`config.mk`:
```
export PLATFORM = sky130hd
export DESIGN_NAME = ila_ram
export DESIGN_NICKNAME = d
export VERILOG_FILES = /design/src/hw/rtl/ila_ram.sv
export SDC_FILE = /design/constraint.sdc
export NUM_CORES = 1
export LEC_CHECK = 0
export BUFFER_PORTS_ARGS = -buffer_cell sky130_fd_sc_hd__buf_2
export CAP_MARGIN = 20
export CORE_UTILIZATION = 32
export CTS_BUF_LIST = sky130_fd_sc_hd__clkbuf_8
export DETAILED_ROUTE_END_ITERATION = 10
export GPL_TIMING_DRIVEN = 0
export HOLD_SLACK_MARGIN = 0.03
export SETUP_SLACK_MARGIN = 0.4
export SYNTH_ARGS = -nofsm -noshare
export SYNTH_HDL_FRONTEND = slang
export SYNTH_SLANG_ARGS = --single-unit
export TNS_END_PERCENT = 1
```
`constraint.sdc`:
```
create_clock -name clk -period 1.6 [get_ports clk]
set_input_delay 0.16 -clock clk [delete_from_list [all_inputs] [get_ports clk]]
set_output_delay 0.16 -clock clk [all_outputs]
set_load 0.03 [all_outputs]
```
`src/hw/rtl/ila_ram.sv`:
```
module ila_ram #(
  parameter int W = 8,
  parameter int D = 16
) (
  input  logic                 clk,
  input  logic                 we,
  input  logic [$clog2(D)-1:0] waddr,
  input  logic [W-1:0]         wdata,
  input  logic [$clog2(D)-1:0] raddr,
  output logic [W-1:0]         rdata
);

  logic [W-1:0] mem [D];

  always_ff @(posedge clk) begin
    if (we) begin
      mem[waddr] <= wdata;
    end
    rdata <= mem[raddr];
  end

endmodule

```
Yosys cells after proc, flatten, opt, wreduce, memory -nomap -nowiden
Memory sizes are Yosys's and may differ from the RTL's. A register that Yosys moved wholly into a read port is not among the register bits.
Index checks and enable logic that the tools add are counted.

word-level totals
  memory bits (writable) = 128
  memories = 1
  register bits = 0
  word-level logic and storage cells = 3

cells by class
  mux-type cells = 2

memories
  memory  depth  width  rd ports  clocked after memory_dff  wr ports  RTL line  RTL
  mem     16     8      1         1                         1         13        logic [W-1:0] mem [D];

operators with widths
  kind              number
  2-to-1 mux 1 bit  2

Longest topological paths before layout
  depth in word-level cells = 2
  mapped depth = 5
  depth with buffers taken out = 3

Worst setup path after synthesis
OpenSTA, ideal clock, no wires.

  path kind = input port to flip-flop
  start = input port waddr[2]
  end = memory mem[0][0] (enable)
  path slack = -0.053 ns
  data arrival time = 1.270 ns
  setup time = 0.383 ns
  stages on the path = 2
  required time = 1.217 ns
  cells stage by stage = or3b_2 > nor3_1

RTL lines
  what                RTL line  RTL
  start: declaration  7         input logic [$clog2(D)-1:0] waddr,
  end: declaration    13

No word-level cell before the write port.

==> metrics.cfg <==
[outcome]
status = complete, no violations

[worst_setup_path]
path_max_fanout = 1
max_stage_delay_ns = 0.51
worstPathArrival_ns = 1.59
cp_slowest_cell = mux4_1
start_kind = register
cp.required_ns = 1.90
cp-end-kind = register
worstSetupPathType = register to register
path_cells = mux4_1 -> a22oi_2 -> nand2_1

[logic_synthesis]
synthAdderAreaFrac_pct = 0
synth_top_area_share_pct = 74.7
yosys.area_share.simple_pct = 3.18
synth_top_family_by_area = multiplexers
ys_ff_latch = 136
synth_cell_types = 19
synth_area_leader_cell = edfxtp_1
synth.avg_cell_area_um2 = 22.5
ys_seq_area_share_pct = 77.8
synthMuxAreaShare_pct = 15.0
netlist_instances = 229
syn-num-nets = 247
synth-compound-area-share_pct = 2.33
yosysWarnings = 0
synth_xor_area_share_pct = 0
syn_area_um2 = 5150
synth_area_leaders = edfxtp_1 (75%), mux4_2 (7.9%), mux4_1 (7.1%)

[power_and_ir_drop]
p_leak_nw = 1.94
ir_drop_mv = 0.518
power.density_nw_per_um2 = 1230

[sta]
final_max_slew_viol_count = 0
min_period_ns = 1.29
finClkSkew_ns = 0.00636
slew_headroom_pct = 44.8
fin_setup_tns_ns = 0
fmax_mhz = 775
worst_slew_pin_slew_ns = 0.824
fin_hold_ws_ns = 0.133
setup_viol = 0
hold_viol = 0
finalCritPeriodShare_pct = 80.6
rsz0062_at_grt = yes

[die]
row_count = 45
start_util_pct = 33.4
die_area_um2 = 16600
die_y_um = 129
coreArea_um2 = 15400
dieWidth_um = 129
io_pins = 26

[global_route]
overflow = 0
grt_use_total_pct = 13.3
grt_pass1_wl_um = 15000
grt_antenna_before_repair = 0
grt_max_degree = 17
grt_pass1_vias = 2487

[place]
hpwl_um = 6600
placed_area_um2 = 5570
gp_congestion = 0.694
port_buffers = 24

[cells_and_area]
multi_input_area_um2 = 1110
n_fill_cell = 1422
syn2layout_area_growth_pct = 17.0
final_core_util_pct = 39.0
drive_gt1_share_pct = 37.3
regArea_um2 = 4000
diodes = 0
finish.instance_area_um2 = 6020
final_nets = 292

[clocking]
htreeDepth = 4
cts.sinks = 136
cts_tree = built
clkTransAtPathRegs_ns = 0.07
cts_made_buffers = 17
hold_buffers = 0
cts_buffer_depth = 2
insertion_delay_ns = 0.42
root_buffer = clkbuf_8

[min_path]
hold_class = input port to register

[run]
max_cap_violations = 0

[detailed_routing]
drtAntennaViolNets = 0
route.detailed.drc = 0
drt_pass1_iterations = 4
viasPerCell = 4.73
first_iter_violations = 138
routed_wl_um = 10100
wl_per_cell_um = 20.3
num_vias = 2355

[cell families after synthesis]
| kind of cell | Yosys count |
|---|---|
| simple gates | 35 |
| mux | 32 |
| flops | 136 |
| buf+inv | 10 |
| compound gates | 16 |
[critical path: cells and delay by family (launching register included)]
family | cells | cell delay (ns)
flops | 1 | 0.36
simple gates | 1 | 0.09
compound gates | 1 | 0.21
mux | 1 | 0.51
[cell type report]
cell class | count | share of cell area (%)
flip-flops and latches | 136 | 66.5
multi-input cells | 83 | 18.5
well taps | 211 | 4.38
clock buffers | 17 | 3.89
clock inverters | 15 | 3.05
repair buffers | 26 | 2.24
plain buffers | 10 | 1.43
[worst paths after layout]
path / start / endpoint / slack [ns] / cells past startpoint
setup / recovery: mem[2][5] / rdata[5] / 0.31 / 3
hold / removal: wdata[6] / mem[11][6] / 0.13 / 1
setup reg to reg: mem[2][5] / rdata[5] / 0.31 / 3
hold reg to reg: mem[3][7] / rdata[7] / 0.70 / 3
[per-stage QoR]
stage	power (W)	cells	setup WS (ns)
2_1_floorplan	0.00433	229	0.248
3_3_place_gp	0.00450	464	-0.296
3_5_place_dp	0.00452	466	-0.0931
4_1_cts	0.00743	498	0.272
5_1_grt	0.00762	498	0.265
6_report	0.00738	498	0.310
[Yosys cell counts]
cell	n
mux4_1	14
nand3b_1	2
buf_4	1
and2b_1	1
edfxtp_1	128
nor2_1	13
nand2b_1	2
nor2b_1	1
mux4_2	18
buf_6	3
a22oi_1	16
or3b_2	1
nand3_1	1
dfxtp_1	8
clkdlybuf4s25_2	3
buf_2	3
nand2_1	9
and2_1	1
nor3_1	4
[flip-flops by register name (all words and copies together) (netlist names)]
name	flops
rdata	8
mem	128
[cell usage in the layout (no fill, tap or decap), types with 2 or more instances in the layout]
master / instances
edfxtp_1: 128
buf_4: 3
a22oi_1: 5
clkdlybuf4s25_2: 3
mux4_2: 24
mux4_1: 8
bufinv_16: 4
clkinv_1: 2
buf_6: 3
nor2_2: 3
nor3_1: 2
nor2_1: 10
clkbuf_8: 17
clkinv_2: 5
nand3b_1: 2
clkinvlp_4: 3
nand2_1: 9
nand2b_1: 2
dfxtp_1: 8
buf_2: 27
a22oi_2: 11
[routing by layer]
layer | wire [µm] | track usage (%) | vias to the layer above
li1 | - | - | 1057
met1 | 4630 | 17.8 | 1232
met2 | 4910 | 20.9 | 62
met3 | 529 | 4.28 | 4
met4 | 54 | 4.15 | 0
met5 | 0 | 0 | -
[report_power, final]
part / switching, W / leakage (nW) / total, W / internal, W
clock network: 0.00126 / 0.206 / 0.00293 / 0.00167
logic: 0.000282 / 0.509 / 0.000453 / 0.000170
registers: 0.0000184 / 1.22 / 0.00400 / 0.00398
[timing repair]
item | CTS | global route
gates resized for setup | 4 | 13
buffers inserted | 0 | 0
pin swaps | 2 | 1
setup endpoints to repair | 40 | 68
endpoints found under the hold margin | 0 | 0
Power figures use the tool's default switching activity.
